===== src/design/wsfd_pkg.sv =====
`timescale 1ns / 1ps

package wsfd_pkg;

   // Frame parse phases
   typedef enum logic [2:0] {
      PH_HDR1    = 3'd0,
      PH_HDR2    = 3'd1,
      PH_EXT     = 3'd2,
      PH_KEY     = 3'd3,
      PH_PAYLOAD = 3'd4,
      PH_STUCK   = 3'd5
   } phase_type;

   // Length codes in the low seven bits of the second header byte
   localparam logic [6:0] LEN_EXT16 = 7'h7e;
   localparam logic [5:0] LEN_EXT_PREFIX = 6'h3f;

   // Byte counts that close the 16-bit and 64-bit extensions and the key
   localparam logic [2:0] EXT16_BYTES = 3'd2;
   localparam logic [2:0] EXT64_WRAP  = 3'd0;
   localparam logic [2:0] KEY_BYTES   = 3'd4;

   // One result item
   typedef struct packed {
      logic [7:0] payload_byte;
      logic       last_of_frame;
      logic       empty_frame;
      logic       framing_error;
   } result_type;

endpackage


===== src/design/wsfd_parser.sv =====
`timescale 1ns / 1ps

module wsfd_parser
   import wsfd_pkg::*;
(
   input  logic       clock,
   input  logic       reset,
   input  logic       accept,
   input  logic [7:0] rx_byte,
   output logic       result_valid,
   output result_type result
);

   phase_type   phase_ff, phase_in;
   logic [7:0]  second_header_ff, second_header_in;
   logic [2:0]  byte_counter_ff, byte_counter_in;
   logic [63:0] remaining_ff, remaining_in;
   logic [31:0] mask_key_ff, mask_key_in;
   logic [1:0]  mask_index_ff, mask_index_in;
   logic [2:0]  count_next;
   logic [7:0]  key_byte;

   // Hold parse state; advance only on an accepted item
   always_ff @(posedge clock) begin
      if (reset) begin
         phase_ff         <= PH_HDR1;
         second_header_ff <= '0;
         byte_counter_ff  <= '0;
         remaining_ff     <= '0;
         mask_key_ff      <= '0;
         mask_index_ff    <= '0;
      end else if (accept) begin
         phase_ff         <= phase_in;
         second_header_ff <= second_header_in;
         byte_counter_ff  <= byte_counter_in;
         remaining_ff     <= remaining_in;
         mask_key_ff      <= mask_key_in;
         mask_index_ff    <= mask_index_in;
      end
   end

   assign count_next = byte_counter_ff + 3'd1;

   // Select the key byte for this payload position, key byte 0 on top
   always_comb begin
      case (mask_index_ff)
         2'd0:    key_byte = mask_key_ff[31:24];
         2'd1:    key_byte = mask_key_ff[23:16];
         2'd2:    key_byte = mask_key_ff[15:8];
         default: key_byte = mask_key_ff[7:0];
      endcase
   end

   // Next state and result for the byte at the input
   always_comb begin
      phase_in         = phase_ff;
      second_header_in = second_header_ff;
      byte_counter_in  = byte_counter_ff;
      remaining_in     = remaining_ff;
      mask_key_in      = mask_key_ff;
      mask_index_in    = mask_index_ff;
      result_valid     = 1'b0;
      result           = '0;

      unique case (phase_ff)
         PH_HDR1: begin
            phase_in = PH_HDR2;
         end
         PH_HDR2: begin
            second_header_in = rx_byte;
            byte_counter_in  = '0;
            if (rx_byte[6:1] != LEN_EXT_PREFIX) begin
               remaining_in = {57'd0, rx_byte[6:0]};
               if (!rx_byte[7]) begin
                  phase_in             = PH_STUCK;
                  result_valid         = 1'b1;
                  result.framing_error = 1'b1;
               end else begin
                  phase_in    = PH_KEY;
                  mask_key_in = '0;
               end
            end else begin
               remaining_in = '0;
               phase_in     = PH_EXT;
            end
         end
         PH_EXT: begin
            remaining_in    = {remaining_ff[55:0], rx_byte};
            byte_counter_in = count_next;
            if ((second_header_ff[6:0] == LEN_EXT16) ? (count_next == EXT16_BYTES)
                                                     : (count_next == EXT64_WRAP)) begin
               if (!second_header_ff[7]) begin
                  phase_in             = PH_STUCK;
                  result_valid         = 1'b1;
                  result.framing_error = 1'b1;
               end else begin
                  phase_in        = PH_KEY;
                  byte_counter_in = '0;
                  mask_key_in     = '0;
               end
            end
         end
         PH_KEY: begin
            mask_key_in     = {mask_key_ff[23:0], rx_byte};
            byte_counter_in = count_next;
            if (count_next == KEY_BYTES) begin
               byte_counter_in = '0;
               mask_index_in   = '0;
               if (remaining_ff == 64'd0) begin
                  phase_in             = PH_HDR1;
                  result_valid         = 1'b1;
                  result.last_of_frame = 1'b1;
                  result.empty_frame   = 1'b1;
               end else begin
                  phase_in = PH_PAYLOAD;
               end
            end
         end
         PH_PAYLOAD: begin
            mask_index_in       = mask_index_ff + 2'd1;
            remaining_in        = remaining_ff - 64'd1;
            result_valid        = 1'b1;
            result.payload_byte = rx_byte ^ key_byte;
            if (remaining_ff == 64'd1) begin
               phase_in             = PH_HDR1;
               result.last_of_frame = 1'b1;
            end
         end
         default: begin
            // discard everything after a framing error
            phase_in = phase_ff;
         end
      endcase
   end

endmodule


===== src/design/wsfd_out_buf.sv =====
`timescale 1ns / 1ps

module wsfd_out_buf
   import wsfd_pkg::*;
(
   input  logic       clock,
   input  logic       reset,
   input  logic       push,
   input  result_type push_data,
   output logic       space,
   output logic       out_valid,
   input  logic       out_ready,
   output result_type out_data
);

   logic       main_valid_ff, skid_valid_ff;
   result_type main_ff, skid_ff;
   logic       pop;

   assign pop       = main_valid_ff & out_ready;
   assign space     = ~skid_valid_ff;
   assign out_valid = main_valid_ff;
   assign out_data  = main_ff;

   // Advance the main slot; park an item in the skid slot while stalled
   always_ff @(posedge clock) begin
      if (reset) begin
         main_valid_ff <= 1'b0;
         skid_valid_ff <= 1'b0;
      end else if (pop) begin
         if (skid_valid_ff) begin
            main_valid_ff <= 1'b1;
            skid_valid_ff <= 1'b0;
         end else begin
            main_valid_ff <= push;
         end
      end else if (push) begin
         if (main_valid_ff) begin
            skid_valid_ff <= 1'b1;
         end else begin
            main_valid_ff <= 1'b1;
         end
      end
   end

   // Payload slots carry no reset
   always_ff @(posedge clock) begin
      if (pop) begin
         if (skid_valid_ff) begin
            main_ff <= skid_ff;
         end else if (push) begin
            main_ff <= push_data;
         end
      end else if (push) begin
         if (main_valid_ff) begin
            skid_ff <= push_data;
         end else begin
            main_ff <= push_data;
         end
      end
   end

endmodule


===== src/design/websocket_frame_deframer_unit.sv =====
`timescale 1ns / 1ps
// Channel   Direction  Handshake            Payload
// req       in         req_valid/req_ready  req_rx_byte
// rsp       out        rsp_valid/rsp_ready  rsp_payload_byte, rsp_last_of_frame,
//                                           rsp_empty_frame, rsp_framing_error
//
// One byte is accepted per cycle while req_ready is high; its result, if any, is registered in the output buffer.
// The frame state updates in the same cycle as the accept, one pass of logic.
// A two-entry output buffer keeps req_ready high until two results wait unread.
// Synchronous reset returns to the first header byte and empties the buffer.
// After a frame without the mask bit, bytes are taken and dropped until reset.

module websocket_frame_deframer_unit
   import wsfd_pkg::*;
(
   input  logic       clock,
   input  logic       reset,
   input  logic       req_valid,
   output logic       req_ready,
   input  logic [7:0] req_rx_byte,
   output logic       rsp_valid,
   input  logic       rsp_ready,
   output logic [7:0] rsp_payload_byte,
   output logic       rsp_last_of_frame,
   output logic       rsp_empty_frame,
   output logic       rsp_framing_error
);

   logic       accept;
   logic       result_valid;
   result_type result;
   result_type out_data;

   assign accept = req_valid & req_ready;

   // Parse and unmask the accepted byte
   wsfd_parser u_parser (
      .clock        (clock),
      .reset        (reset),
      .accept       (accept),
      .rx_byte      (req_rx_byte),
      .result_valid (result_valid),
      .result       (result)
   );

   // Hold results until taken
   wsfd_out_buf u_out_buf (
      .clock     (clock),
      .reset     (reset),
      .push      (accept & result_valid),
      .push_data (result),
      .space     (req_ready),
      .out_valid (rsp_valid),
      .out_ready (rsp_ready),
      .out_data  (out_data)
   );

   assign rsp_payload_byte  = out_data.payload_byte;
   assign rsp_last_of_frame = out_data.last_of_frame;
   assign rsp_empty_frame   = out_data.empty_frame;
   assign rsp_framing_error = out_data.framing_error;

endmodule


===== config.mk =====
export PLATFORM = sky130hd
export DESIGN_NAME = websocket_frame_deframer_unit
export DESIGN_NICKNAME = d
export VERILOG_FILES = /design/src/design/wsfd_pkg.sv /design/src/design/wsfd_parser.sv /design/src/design/wsfd_out_buf.sv /design/src/design/websocket_frame_deframer_unit.sv
export SDC_FILE = /design/constraint.sdc
export NUM_CORES = 1
export LEC_CHECK = 0
export BUFFER_PORTS_ARGS = -buffer_cell sky130_fd_sc_hd__clkbuf_2
export CORE_UTILIZATION = 40
export DETAILED_ROUTE_END_ITERATION = 8
export PLACE_DENSITY_LB_ADDON = 0.1
export SYNTH_ARGS = -nofsm -noshare
export SYNTH_HDL_FRONTEND = slang
export SYNTH_SLANG_ARGS = --single-unit

===== constraint.sdc =====
create_clock -name clock -period 3.3 [get_ports clock]
set_clock_uncertainty 0.2 [all_clocks]
set_input_delay 0.33 -clock clock [delete_from_list [all_inputs] [get_ports clock]]
set_output_delay 0.33 -clock clock [all_outputs]
set_load 0.02 [all_outputs]

==> results.cfg <==
[pwr]
p_total_uw = 6970
max-vdd-ir-drop_mv = 0.431
leakagePower_uw = 0.00334
p_per_area_mw_per_mm2 = 779

[placed_design]
hpwl_um = 16700
gp_congestion = 0.889
io_buffers = 24

[floorplanning]
dieHeight_um = 140
die_width_um = 140
core_mm2 = 0.0183
initial_core_util_pct = 41.5
rows = 49
io_pins = 25
dieArea_mm2 = 0.0195

[logic_synthesis]
syn_nets = 960
synth_top_family_by_area = simple AND/OR/NAND/NOR gates
synth_xor_xnor_area_share_pct = 1.73
syn-cell-area_mm2 = 0.00758
synth_ff_type = dfxtp_1
synth.distinct_cells = 68
synth_fa_ha_area_share_pct = 1.49
synthCells = 939
async_flop_share_pct = 0
ys_ff_latch = 136
ys_seq_area_share_pct = 38.8
synth-simple-area-share_pct = 27.4
avgSynthCellArea_um2 = 8.07
muxShareOfSynthArea_pct = 0.941
synth_edf_count = 22
synth_compound_area_share_pct = 24.9
yosysWarnings = 0

[setup_path]
reg2reg_from = u_parser.remaining_ff[1]
rrSetupSlack_ns = 0.17
critPathCaptureType = register
r2r_cells = 8
setup.worst_path.start = u_parser.remaining_ff[1]
worstPathMaxFanout = 5
critical_path_arrival_ns = 3.25
rr_endpoint = u_parser.remaining_ff[50]
required_ns = 3.42
crit_type = register to register
crit_path_end = u_parser.remaining_ff[50]
start_kind = register

[cts]
cts-root-buf = clkbuf_16
cts.sinks = 136
tritoncts = yes
numCtsBuffers = 17
clock_path_buffers = 2
cts_setup_buffers = 0
clk_pin_slew_ns = 0.07
h-tree-depth = 4
clk_latency_ns = 0.44

[drt]
wl_per_cell_um = 20.0
viasPerCell = 6.24
drc = 0
met2_length_um = 10800
topRoutingLayerUsed = met4
drtAntennaViolNets = 0
dr_wl_met3_um = 1430
dr.pass1.iters = 6
m1WireLength_um = 11900
drt_iter0_drc = 809
routed_wl_um = 24600
vias = 7650

[timing]
drv_slew = 0
worst_slew_pin_slew_ns = 0.941
setup_viol = 0
slew_headroom_pct = 37.0
grt_setup_unrepaired = no
finalCritPeriodShare_pct = 94.8
hold_viol = 0
fmax_mhz = 320
min_period_ns = 3.13

[layout]
drive_above_1_share_pct = 17.3
layout.nets = 1005
final_util_pct = 49.0
area_growth_pct = 18.1
antenna_cells = 0

[worst_hold_path]
hp-class = input port to register

[status]
outcome = finished clean

[global_route]
grt_pass1_vias = 7197
grt_pass1_wl_um = 39600
grt-ovfl-total = 0
antenna_found_initial = 0
grt_start_max_net_pins = 53
grt_usage_pct = 25.7

[run]
cap_violations = 0
sequential cells by signal, summed over array words and instances, names as in the netlist:
signal and count:
u_parser.second_header_ff 8, u_out_buf.skid_valid_ff 1, u_parser.byte_counter_ff 3, u_out_buf.skid_ff 11
u_parser.remaining_ff 64, u_parser.phase_ff 3, u_out_buf.out_data 11, u_out_buf.out_valid 1
u_parser.mask_index_ff 2, u_parser.mask_key_ff 32
cell families (layout without fill, tap and decap cells):
logic type | count (synthesis) | in the layout
xor gates and xnor gates | 15 | 15
AOI/OAI and AO/OA | 276 | 276
and+or+nand+nor | 402 | 402
muxes | 7 | 7
DFF | 136 | 136
adders and majority gates | 9 | 9
buffers and inverters | 94 | 152
stage by stage:
step	hold slack (ns)	worst slack (ns)	TNS (ns)	cell area [µm²]	instances
after floorplan	0.231	0.0214	0	7580	939
after global placement	0.243	-0.0151	-0.0900	8330	1193
after detailed placement	0.248	-0.00898	-0.0528	8330	1193
after CTS	0.0118	0.0461	0	8930	1226
after global routing	0.0372	0.0730	0	8950	1226
final	0.0227	0.171	0	8950	1226
Yosys cell counts, types with 12 or more instances:
| cell | n | area share [%] |
|---|---|---|
| nor2_1 | 72 | 3.6 |
| nand4_1 | 13 | 1.1 |
| or3_1 | 16 | 1.3 |
| edfxtp_1 | 22 | 8.7 |
| nand2_1 | 111 | 5.5 |
| clkbuf_1 | 68 | 3.4 |
| o21ai_0 | 62 | 4.1 |
| a31o_2 | 25 | 2.9 |
| inv_1 | 21 | 1.0 |
| a21oi_1 | 59 | 3.9 |
| or4_1 | 14 | 1.4 |
| a22oi_1 | 14 | 1.4 |
| nand3_1 | 52 | 3.4 |
| xnor2_1 | 12 | 1.4 |
| nor3_1 | 40 | 2.6 |
| nor4_1 | 23 | 1.9 |
| nor4b_1 | 24 | 2.8 |
| dfxtp_1 | 114 | 30 |
timing repair:
action	in CTS	in global routing
endpoints found under the hold margin	1	0
hold buffers	1	0
endpoints found under the setup margin	11	22
pin swaps	0	2
gates resized for setup	1	4
area by class of cell:
type                       instances  area, µm²
clock buffer                      17        425
clock inverter                    15        154
fill                            1838       9320
inverter                          23       86.3
multi-input combinational        709       4330
sequential                       136       2940
tap                              229        287
timing repair buffer              97        723
cells in the final DEF, fill, tap and decap left out, drive strengths merged, types with 9 or more instances in the layout:
cell / instances
o21ai: 64
edfxtp: 22
buf: 73
xnor2: 12
nor4: 24
clkbuf: 40
a211oi: 9
nor4b: 24
nand3: 52
nor2: 72
nor3: 40
inv: 32
or4: 18
a22oi: 14
ha: 9
or3: 16
a31oi: 11
dfxtp: 114
a31o: 25
nand4: 13
nand2: 111
a21oi: 59
where the power goes:
group	internal [µW]	total (µW)	switching [µW]
Sequential	1810	1930	115
Clock	1070	1920	850
Combinational	1160	3130	1970
worst max-delay path: stages, from the launching register on:
cell	delay, ns
dfxtp_1	0.31
inv_1	0.09
ha_1	0.16
or3b_4	0.39
or4_4	0.60
or2_1	0.25
or4_4	0.57
a21o_1	0.20
a32o_1	0.25
worst min-delay path by stage:
stage                                    to                    startpoint  cells after the start  slack [ns]
2_1_floorplan  u_parser.second_header_ff[0]  u_parser.second_header_ff[0]                      2        0.23
3_3_place_gp   u_parser.second_header_ff[2]  u_parser.second_header_ff[2]                      2        0.24
3_5_place_dp   u_parser.second_header_ff[2]  u_parser.second_header_ff[2]                      2        0.25
4_1_cts             u_parser.mask_key_ff[3]                req_rx_byte[3]                      3        0.01
5_1_grt        u_parser.second_header_ff[3]                req_rx_byte[3]                      3        0.04
6_report            u_parser.mask_key_ff[3]                req_rx_byte[3]                      3        0.02
routing by layer:
layer / vias to the layer above / GRT usage [%]
li1: 3669 / -
met1: 3699 / 36.5
met2: 251 / 38.7
met3: 31 / 5.68
met4: 0 / 7.75
met5: - / 0
Note: power is estimated with default switching activity, not from simulation.
